$ cat config.mk
export PLATFORM = sky130hd
export DESIGN_NAME = ttce_ctrl
export DESIGN_NICKNAME = d
export VERILOG_FILES = /design/src/sv/ttce_pkg.sv /design/src/sv/ttce_ctrl.sv
export SDC_FILE = /design/constraint.sdc
export NUM_CORES = 1
export LEC_CHECK = 0
export BUFFER_PORTS_ARGS = -buffer_cell sky130_fd_sc_hd__clkbuf_2
export CAP_MARGIN = 20
export CELL_PAD_IN_SITES_DETAIL_PLACEMENT = 1
export CELL_PAD_IN_SITES_GLOBAL_PLACEMENT = 1
export CORE_MARGIN = 1.5
export CORE_UTILIZATION = 39
export CTS_BUF_LIST = sky130_fd_sc_hd__clkbuf_4 sky130_fd_sc_hd__clkbuf_8
export DETAILED_ROUTE_END_ITERATION = 8
export PLACE_DENSITY_LB_ADDON = 0.1
export SLEW_MARGIN = 20
export SYNTH_ARGS = -nofsm -noshare
export SYNTH_HDL_FRONTEND = slang
export SYNTH_SLANG_ARGS = --single-unit
$ cat constraint.sdc
create_clock -name aclk -period 3.91 [get_ports aclk]
set_input_delay 0.5865 -clock aclk [delete_from_list [all_inputs] [get_ports aclk]]
set_output_delay 0.5865 -clock aclk [all_outputs]
set_load 0.02 [all_outputs]
$ cat src/sv/ttce_pkg.sv
// ----------------------------------------------------------------------------
// ttce_pkg
// Types, byte codes and shared constants of the text terminal command engine.
// ----------------------------------------------------------------------------
`default_nettype none

package ttce_pkg;

    localparam int DEF_COLUMNS = 80;
    localparam int DEF_ROWS    = 24;
    localparam int ROW_W       = 7;
    localparam int COL_W       = 7;

    localparam logic [7:0] CH_SPACE   = 8'h20;
    localparam logic [7:0] CH_TILDE   = 8'h7E;
    localparam logic [7:0] CH_DEL     = 8'h7F;
    localparam logic [7:0] ARG_END    = 8'h70;
    localparam logic [7:0] REPLY_LEAD = 8'hDD;
    localparam logic [7:0] REPLY_TAIL = 8'hDE;

    localparam logic [7:0] HB_BS      = 8'h08;
    localparam logic [7:0] HB_LF      = 8'h0A;
    localparam logic [7:0] HB_VT      = 8'h0B;
    localparam logic [7:0] HB_FF      = 8'h0C;
    localparam logic [7:0] HB_CR      = 8'h0D;
    localparam logic [7:0] HB_HOME    = 8'hC0;
    localparam logic [7:0] HB_UP      = 8'hC1;
    localparam logic [7:0] HB_DOWN    = 8'hC2;
    localparam logic [7:0] HB_LEFT    = 8'hC3;
    localparam logic [7:0] HB_RIGHT   = 8'hC4;
    localparam logic [7:0] HB_LOAD    = 8'hC5;
    localparam logic [7:0] HB_RDCUR   = 8'hC6;
    localparam logic [7:0] HB_PAGE    = 8'hC7;
    localparam logic [7:0] HB_SCROLL  = 8'hC8;
    localparam logic [7:0] HB_SET_TOP = 8'hC9;
    localparam logic [7:0] HB_SET_BOT = 8'hCA;
    localparam logic [7:0] HB_SET_LFT = 8'hCB;
    localparam logic [7:0] HB_SET_RGT = 8'hCC;
    localparam logic [7:0] HB_PROTECT = 8'hCD;
    localparam logic [7:0] HB_WR_ABS  = 8'hCE;
    localparam logic [7:0] HB_SKIP_A  = 8'hCF;
    localparam logic [7:0] HB_SKIP_B  = 8'hD0;
    localparam logic [7:0] HB_SKIP_C  = 8'hDC;
    localparam logic [7:0] HB_INS_LN  = 8'hD6;
    localparam logic [7:0] HB_DEL_LN  = 8'hD7;
    localparam logic [7:0] HB_CLEAR   = 8'hD8;
    localparam logic [7:0] HB_RESET   = 8'hF1;

    localparam logic [1:0] REPLY_LAST = 2'd3;

    typedef enum logic [1:0] {
        MODE_SCROLL,
        MODE_PAGE,
        MODE_PROTECT
    } mode_t;

    typedef enum logic [3:0] {
        PH_IDLE, PH_LOAD1, PH_LOAD2, PH_TOP, PH_BOTTOM, PH_LEFT, PH_RIGHT,
        PH_WA1, PH_WA2, PH_WA3, PH_WA4, PH_SKIP
    } phase_t;

    typedef enum logic [2:0] {
        ACT_NONE, ACT_REPLY, ACT_CELL, ACT_DEL, ACT_INS, ACT_CLEAR, ACT_FILL
    } act_t;

    typedef enum logic [2:0] {
        OP_NONE, OP_LOAD, OP_EXEC, OP_INIT, OP_SW_BLANK, OP_SW_READ, OP_SW_COPY, OP_EMIT
    } dp_op_t;

    typedef enum logic [2:0] {
        ST_INIT, ST_IDLE, ST_EXEC, ST_SWEEP, ST_SWEEP_WR, ST_REPLY, ST_CELL
    } ctrl_state_t;

    typedef struct packed {
        dp_op_t     op;
        logic [1:0] idx;
        logic       last;
    } dp_cmd_t;

    typedef struct packed {
        act_t act;
        logic sw_copy;
        logic sw_done;
        logic out_free;
    } dp_status_t;

    typedef struct packed {
        logic       command;
        logic [7:0] host_byte;
        logic [4:0] read_row;
        logic [6:0] read_col;
    } in_item_t;

    typedef struct packed {
        logic       kind;
        logic [7:0] data;
        logic       last;
        logic [4:0] cursor_row_now;
        logic [6:0] cursor_col_now;
        logic [1:0] mode_now;
    } out_item_t;

endpackage

`default_nettype wire

$ cat src/sv/ttce_ctrl.sv
// ----------------------------------------------------------------------------
// ttce_ctrl
// Sequencer: accepts a transaction, runs the step, line sweeps and replies.
// ----------------------------------------------------------------------------
`default_nettype none

module ttce_ctrl
    import ttce_pkg::*;
(
    input  wire         aclk,
    input  wire         aresetn,
    input  wire         s_valid,
    output logic        s_ready,
    input  dp_status_t  status,
    output dp_cmd_t     cmd
);

    ctrl_state_t state_reg, state_next;
    logic [1:0]  k_reg, k_next;

    always_ff @(posedge aclk) begin
        if (!aresetn) begin
            state_reg <= ST_INIT;
            k_reg     <= 2'd0;
        end else begin
            state_reg <= state_next;
            k_reg     <= k_next;
        end
    end

    always_comb begin
        state_next = state_reg;
        k_next     = k_reg;
        s_ready    = 1'b0;
        cmd.op     = OP_NONE;
        cmd.idx    = 2'd0;
        cmd.last   = 1'b0;
        unique case (state_reg)
            ST_INIT: begin
                // clearing pass of the cell store
                cmd.op     = OP_INIT;
                state_next = ST_SWEEP;
            end
            ST_IDLE: begin
                s_ready = 1'b1;
                if (s_valid) begin
                    cmd.op     = OP_LOAD;
                    state_next = ST_EXEC;
                end
            end
            ST_EXEC: begin
                cmd.op = OP_EXEC;
                unique case (status.act)
                    ACT_NONE:  state_next = ST_IDLE;
                    ACT_REPLY: begin
                        k_next     = 2'd0;
                        state_next = ST_REPLY;
                    end
                    ACT_CELL:  state_next = ST_CELL;
                    default:   state_next = ST_SWEEP;
                endcase
            end
            ST_SWEEP: begin
                if (status.sw_copy) begin
                    cmd.op     = OP_SW_READ;
                    state_next = ST_SWEEP_WR;
                end else begin
                    cmd.op = OP_SW_BLANK;
                    if (status.sw_done) begin
                        state_next = ST_IDLE;
                    end
                end
            end
            ST_SWEEP_WR: begin
                cmd.op     = OP_SW_COPY;
                state_next = status.sw_done ? ST_IDLE : ST_SWEEP;
            end
            ST_REPLY: begin
                if (status.out_free) begin
                    cmd.op   = OP_EMIT;
                    cmd.idx  = k_reg;
                    cmd.last = (k_reg == REPLY_LAST);
                    if (k_reg == REPLY_LAST) begin
                        state_next = ST_IDLE;
                    end else begin
                        k_next = k_reg + 2'd1;
                    end
                end
            end
            ST_CELL: begin
                if (status.out_free) begin
                    cmd.op     = OP_EMIT;
                    cmd.last   = 1'b1;
                    state_next = ST_IDLE;
                end
            end
            default: state_next = ST_INIT;
        endcase
    end

endmodule

`default_nettype wire

* Word level (Yosys, flattened, before mapping)
Index checks and enable logic that the tools add are counted. Widths: inputs -> output; s select.
Cells by class: equality and inequality tests 16, reductions and logical operators 5, mux-type cells 22, add/subtract/negate cells 1
Operator list (count):
- $pmux 3 s7 | 2
- $mux 3 | 7
- $mux 2 | 5
- $ne 2x2->1 const B | 5
- $eq 3x2->1 const B | 3
- $eq 3x3->1 const B | 3
- $pmux 3 s3 | 1
- $eq 3x1->1 const B | 2
- $logic_not 3->1 | 2
- $mux 6 | 1
- $reduce_and 5->1 | 1
- $mux 1 | 4
- $pmux 2 s2 | 1
- $reduce_and 4->1 | 1
- $ne 3x3->1 const B | 1
- $add 2x1->2 const B | 1
- $eq 2x2->1 const B | 1
- $ne 2x1->1 const B | 1
- $pmux 1 s2 | 1
- $reduce_bool 2->1 | 1
Word-level totals: logic and storage cells 46, input bits 9, output and inout bits 7, register bits after elaboration 5

* Depth between registers and ports, before layout
Gate-level depths: netlist of run 1.
depth in word-level cells 4, gate-level depth with buffers 5, mapped depth without buffers 5

* Worst setup path before layout of run 1
No wires, ideal clock.
kind input to output, from in status[0] (netlist bit), to out cmd[4] (netlist bit), data required time 3.323 ns, data arrival time 1.309 ns, buffers on the path 1, stages 4, setup slack 2.015 ns, path through buf_4 inv_2 a21oi_1 a2bb2oi_1
RTL lines:
- start: declaration | line ttce_ctrl.sv:14 | input dp_status_t status,
- end: declaration | line ttce_ctrl.sv:15 | output dp_cmd_t cmd

==> summary.md, run 1 <==
| Metric | Value |
|---|---|
| Layout net count | `100` |
| Top-count cell post-synth | `a21oi_1` |
| Worst vdd ir | `about 220 uV` |
| CP Class | `reg2out` |
| Syn. warnings | `0` |
| Grt ovf | `0` |
| Final core utilization | `0.488` |
| Register bit count reported by yosys | `5` |
| Worst-path clk slew | `40 ps` |
| Root buffer cell | `clkbuf_4` |
| Ant diodes | `0` |
| Placer Congestion | `0.744` |
| Vias | `619` |
| # rows | `13` |
| XOR/XNOR share of the synthesized area | `0.0165` |
| H-tree depth | `1` |
| Crit path launch | `state_reg[1]$_SDFFE_PN0P_` |
| Synth Area in Simple Gates | `0.290` |
| Final setup TNS | `0 ps` |
| Total power draw | `0.262 mW` |
| Synth Instances | `74` |
| Crit path required time | `3320 ps` |
| Max FO, Critical Path | `14` |
| Worst path bufs/invs | `1` |
| CP Launch Type | `flip-flop` |
| Setup Skew | `0.754 ps` |
| Max Freq | `448 MHz` |
| CP max-delay cell | `dfxtp_1` |
| RSZ-0062 raised after global routing | `false` |
| Top_reg_cell synth | `dfxtp_1` |
| Vias in the first global route | `roughly 480` |
| Die width | `around 40 um` |
| Crit path capture type | `output port` |
| Worst Max-Slew Pin Slew | `503 ps` |
| Slew HR | `0.664` |
| Critical path's top delay family | `flip-flops` |
| CTS max path bufs | `2` |
| Layout filler cell count | `~170` |
| Avg WL per Cell | `around 14 um` |
| Area growth syn-to-layout | `18.2%` |
| CP dominant cell by count | `o21ai_1` |
| Final setup fails | `0` |
| GRT Total Usage | `0.201` |
| # hold bufs at CTS | `0` |
| Period minus WS final | `2230 ps` |
| Largest register FFs | `3` |
| Tcrit/Tclk final | `0.571` |
| Core area | `1280 um2` |
| R2R setup slack | `2430 ps` |
| Compound-cell area share of the yosys netlist | `0.387` |
| Post-synth top area cell | `dfxtp_1` |
| Proportion of synthesized area in mux cells | `0` |
| CP max stage delay | `560 ps` |
| Die Height | `39.9 um` |
| Mapped cell area | `approximately 530 um2` |
| Post-synth EDFFs | `0` |
| Vias per cell | `5.95` |
| Area share of fa/ha/maj cells after synthesis | `0.0236` |
| Static Leak | `0.266 nW` |
| Initial antenna violation count | `0` |
| Initial core utilization | `0.413` |
| TritonCTS Sinks | `5` |
| Placed insts | `100` |
| Initial DRC count | `14` |
| WP data arrival | `roughly 1600 ps` |
| Synth unique cells | `37` |
| Final antenna-violating net count | `0` |
| DP Wirelength | `1160 um` |
| Post-synth top area share | `0.189` |
| Non-Filler Instances | `roughly 100` |
| Share of cells above drive strength 1 | `0.258` |
| DRC | `0` |
| Async SR Flop Fraction | `0` |
| Worst r2r src | `state_reg[1]$_SDFFE_PN0P_` |
| Mean Syn Cell Area | `7.17 um2` |
| Latest clock arrival within the worst-skew pair | `about 240 ps` |
| Pin count of the biggest net entering global routing | `16` |
| I/O Buffers | `15` |
| Max Cap Viol | `0` |
| Status | `complete, no violations` |
| Pwr dens | `418 nW/um2` |
| Synth top area cells | `dfxtp_1 19%, a21oi_1 6.6%, buf_4 4.2%` |
| Count of final max-slew check failures | `0` |
| Final WS setup | `approximately 1700 ps` |
| Worst hold path startpoint | `k_reg[1]$_SDFFE_PN0P_` |
| CTS buffer count | `3` |
| Net count after synthesis | `between 80 and 90` |
| Final Hold Viols | `0` |
| Detailed Routing Iterations Pass 1 | `3` |
| Die ar. | `1590 um2` |
| Register area share after synthesis | `0.189` |
| CTS tree | `built` |
| Post-CTS resize count | `0` |
| Post-synth top cells | `7 x a21oi_1, 6 x nand2_1, 6 x nor2_1` |
| Worst path cell trace | `or2b_1 > o221ai_1 > o21ai_1 > o21ai_1 > clkbuf_2` |
| Pre-CTS WS | `1830 ps` |
| Postcts setup bufs | `0` |
| Worst hold path type | `reg2reg` |
| First-pass GRT wire length | `2130 um` |
| Largest family of logic cells by synthesized area | `compound AO/OA/AOI/OAI gates` |
| Top Ports | `16` |
| Total routed wirelength | `around 1500 um` |
-- layer usage --
metal,track usage,part of all wire,vias up
li1,-,-,305
met1,0.290,0.53,303
met2,0.310,0.45,9
met3,0,0.013,2
met4,0.0776,0.010,0
met5,0,0,-
-- cell families after synthesis --
| group | count (synthesis) |
|---|---|
| AND/OR/NAND/NOR | 28 |
| flip-flops | 5 |
| AO/OA/AOI/OAI | 29 |
| XOR/XNOR | 1 |
| buffers and inverters | 10 |
| adder cells (fa/ha/maj) | 1 |
-- area by class of cell --
class | instances | area, um2 | share of cell area
multi-input cells | 59 | 380 | 0.607
flip-flops and latches | 5 | 100 | 0.160
repair buffers | 15 | 75.1 | 0.120
clock buffers | 4 | 30.0 | 0.0479
inverters | 6 | 22.5 | 0.0359
well taps | 15 | 18.8 | 0.0299
-- worst register-to-register path, stage by stage, from the launching register on --
cell	delay, ps
dfxtp_1	560
nor2b_4	300
a32oi_1	140
nor2_1	210
o221a_1	220
-- stage by stage --
step,hold WS [ps],cell area (um2)
global placement,504,597
CTS,520,627
finish,516,627
floorplan,482,531
detailed placement,517,597
global route,545,627
-- final timing paths --
path | depth (start not counted) | end
worst max-delay path | 5 | cmd[3]
worst min-delay path | 2 | k_reg[1]$_SDFFE_PN0P_
worst max register to register | 4 | state_reg[2]$_SDFFE_PN0P_
worst min register to register | 2 | k_reg[1]$_SDFFE_PN0P_
-- where the power goes --
group,leakage (nW),switching (mW),internal (mW)
combinational,0.207,0.0659,0.0509
sequential,0.0411,0.0228,0.0578
clock,0.0184,0.0193,0.0454
-- cells in the final DEF, fill, tap and decap left out, types with 2 or more instances in the layout --
master     n
and3_1     2
a21oi_1    7
o21ai_1    4
o22ai_1    2
clkbuf_4   4
nand3_1    4
and2_1     2
o221ai_1   2
clkbuf_2  15
o22a_1     2
inv_1      5
dfxtp_1    5
nand2_1    6
nor2_1     6
(Power assumes the default switching activity.)
==> run 2, diff against run 1 <==
Settings changed: CORE_UTILIZATION 39 to 32.
Clock period 3.91 ns to 1.9 ns, I/O delays scaled along.
==> run 2 against run 1 <==
Setup slack got worse by 1500 ps. Via count fell by 1.1%. Global-route usage fell by 0.84 points. Routed wire length rose by 7.8%. Die area rose by 20%. Total power rose by 120%. Clock skew rose by 4.6 ps. Register-to-register slack got worse by 2000 ps. Final cell count rose by 3.8%. Hold slack got worse by 150 ps. First-iteration DRC count fell by 43%. Clock-buffer cell count did not move. Critical path type unchanged.
==> summary.md, run 2 (synthesized netlist as in run 1, its figures left out) <==
| Metric | Value |
|---|---|
| Total power draw | `roughly 0.57 mW` |
| Switching share of power | `0.410` |
| CTS max path bufs | `2` |
| Share of cells above drive strength 1 | `0.293` |
| Final setup fails | `0` |
| Tcrit/Tclk final | `0.904` |
| CP Class | `reg2out` |
| Status | `complete, no violations` |
| Largest register FFs | `3` |
| Logic gate share of total power | `0.503` |
| Final Instance Area | `652 um2` |
| First-pass GRT wire length | `roughly 2700 um` |
| WP data arrival | `1430 ps` |
| Worst vdd ir | `360 uV` |
| Die Height | `43.7 um` |
| I/O Buffers | `15` |
| Count of final max-slew check failures | `0` |
| Worst hold path type | `in2reg` |
| Crit path required time | `1620 ps` |
| Total routed wirelength | `between 1500 and 2000 um` |
| DP Wirelength | `1260 um` |
| H-tree depth | `1` |
| Placer Congestion | `between 0.7 and 0.8` |
| P_sw | `~0.23 mW` |
| Initial core utilization | `0.348` |
| Static Leak | `approximately 0.28 nW` |
| Grt ovf | `0` |
| DR top layer | `met4` |
| Pin count of the biggest net entering global routing | `12` |
| Latest clock arrival within the worst-skew pair | `between 200 and 300 ps` |
| Final antenna-violating net count | `0` |
| Final setup TNS | `0 ps` |
| Slew HR | `0.796` |
| Vias | `roughly 600` |
| DRC | `0` |
| Vias per cell | `5.67` |
| CTS tree | `built` |
| Detailed Routing Iterations Pass 1 | `4` |
| Layout net count | `103` |
| Storage cell area | `about 100 um2` |
| CP Launch Type | `flip-flop` |
| Die ar. | `1910 um2` |
| Setup Skew | `~5.3 ps` |
| Root buffer cell | `clkbuf_4` |
| Most frequent cells in the layout | `15 x clkbuf_2, 7 x a21oi_1, 6 x nand2_1, 6 x nor2_1, 5 x inv_1` |
| Core area | `roughly 1500 um2` |
| Vias in the first global route | `between 500 and 600` |
| Pwr dens | `867 nW/um2` |
| Crit path capture type | `output port` |
| TritonCTS Sinks | `5` |
| Max Cap Viol | `0` |
| Period minus WS final | `1720 ps` |
| RSZ-0062 raised after global routing | `false` |
| Metal3 WL | `30 um` |
| Int Power | `0.334 mW` |
| Part of the power in registers | `0.251` |
| Clock Power Share | `0.246` |
| CTS buffer count | `3` |
| Commonest non-fill, non-tap cell in the layout | `clkbuf_2` |
| Worst-path clk slew | `40 ps` |
| # hold bufs at CTS | `0` |
| Die width | `around 44 um` |
| Layout filler cell count | `208` |
| Top Ports | `16` |
| DR WL met2 | `719 um` |
| Initial antenna violation count | `0` |
| GRT Total Usage | `0.192` |
| Placed inst area | `621 um2` |
| Initial DRC count | `8` |
| Ant diodes | `0` |
| WL met1 | `809 um` |
| Final Hold Viols | `0` |
| Max Freq | `582 MHz` |
| Area growth syn-to-layout | `22.9%` |
| Worst Max-Slew Pin Slew | `302 ps` |
| Avg WL per Cell | `14.7 um` |
| Area of the multi-input gates | `380 um2` |
| # rows | `14` |
| Fin Hold WS | `371 ps` |
| Max FO, Critical Path | `10` |
## run 2: changes by cell type in the layout (fill, tap and decap cells not counted)
| cell | delta |
|---|---|
| dfxtp_1 | -1 |
| buf_4 | +3 |
| dfxtp_2 | +1 |
## run 2: layout make-up
cell class,count,area share
clock buffer,4,0.0461
inverter,6,0.0345
multi-input combinational,59,0.583
sequential,5,0.155
tap,16,0.0307
timing repair buffer,18,0.150
## run 2: through the flow
stage	instances	setup WS (ps)	util
2_1_floorplan	74	501	-
3_3_place_gp	104	415	0.407
3_5_place_dp	104	372	0.407
4_1_cts	108	86.6	0.427
5_1_grt	108	79.0	0.428
6_report	108	182	0.428
## run 2: worst paths after layout
kind                             startpoint                   endpoint  slack (ps)  cells after the start
hold / removal                      aresetn  state_reg[0]$_SDFFE_PN0P_         370                      2
setup reg to reg      k_reg[0]$_SDFFE_PN0P_  state_reg[2]$_SDFFE_PN0P_         470                      5
setup / recovery  state_reg[1]$_SDFFE_PN0P_                     cmd[3]         180                      5
hold reg to reg       k_reg[1]$_SDFFE_PN0P_      k_reg[1]$_SDFFE_PN0P_         510                      2
## run 2: power by group through the flow
stage | clock network (mW) | logic, mW | registers [mW]
2_1_floorplan | 0 | 0.211 | 0.134
3_3_place_gp | 0 | 0.281 | 0.142
3_5_place_dp | 0 | 0.285 | 0.142
4_1_cts | 0.147 | 0.286 | 0.140
5_1_grt | 0.147 | 0.315 | 0.144
6_report | 0.139 | 0.285 | 0.142
## run 2: critical path, cell delays in order (launching register included)
cell,delay (ps)
dfxtp_2,410
or2b_1,270
o221ai_1,180
o21ai_1,90
o21ai_1,70
clkbuf_2,170
## run 2: timing repair
item,in CTS,in global routing
resized for setup,0,1
buffers inserted,0,0
endpoints found under the setup margin,0,1
## run 2: metal layers
layer,vias to the layer above,global-route usage
li1,316,-
met1,283,0.261
met2,9,0.291
met3,4,0.0250
met4,0,0.109
met5,-,0
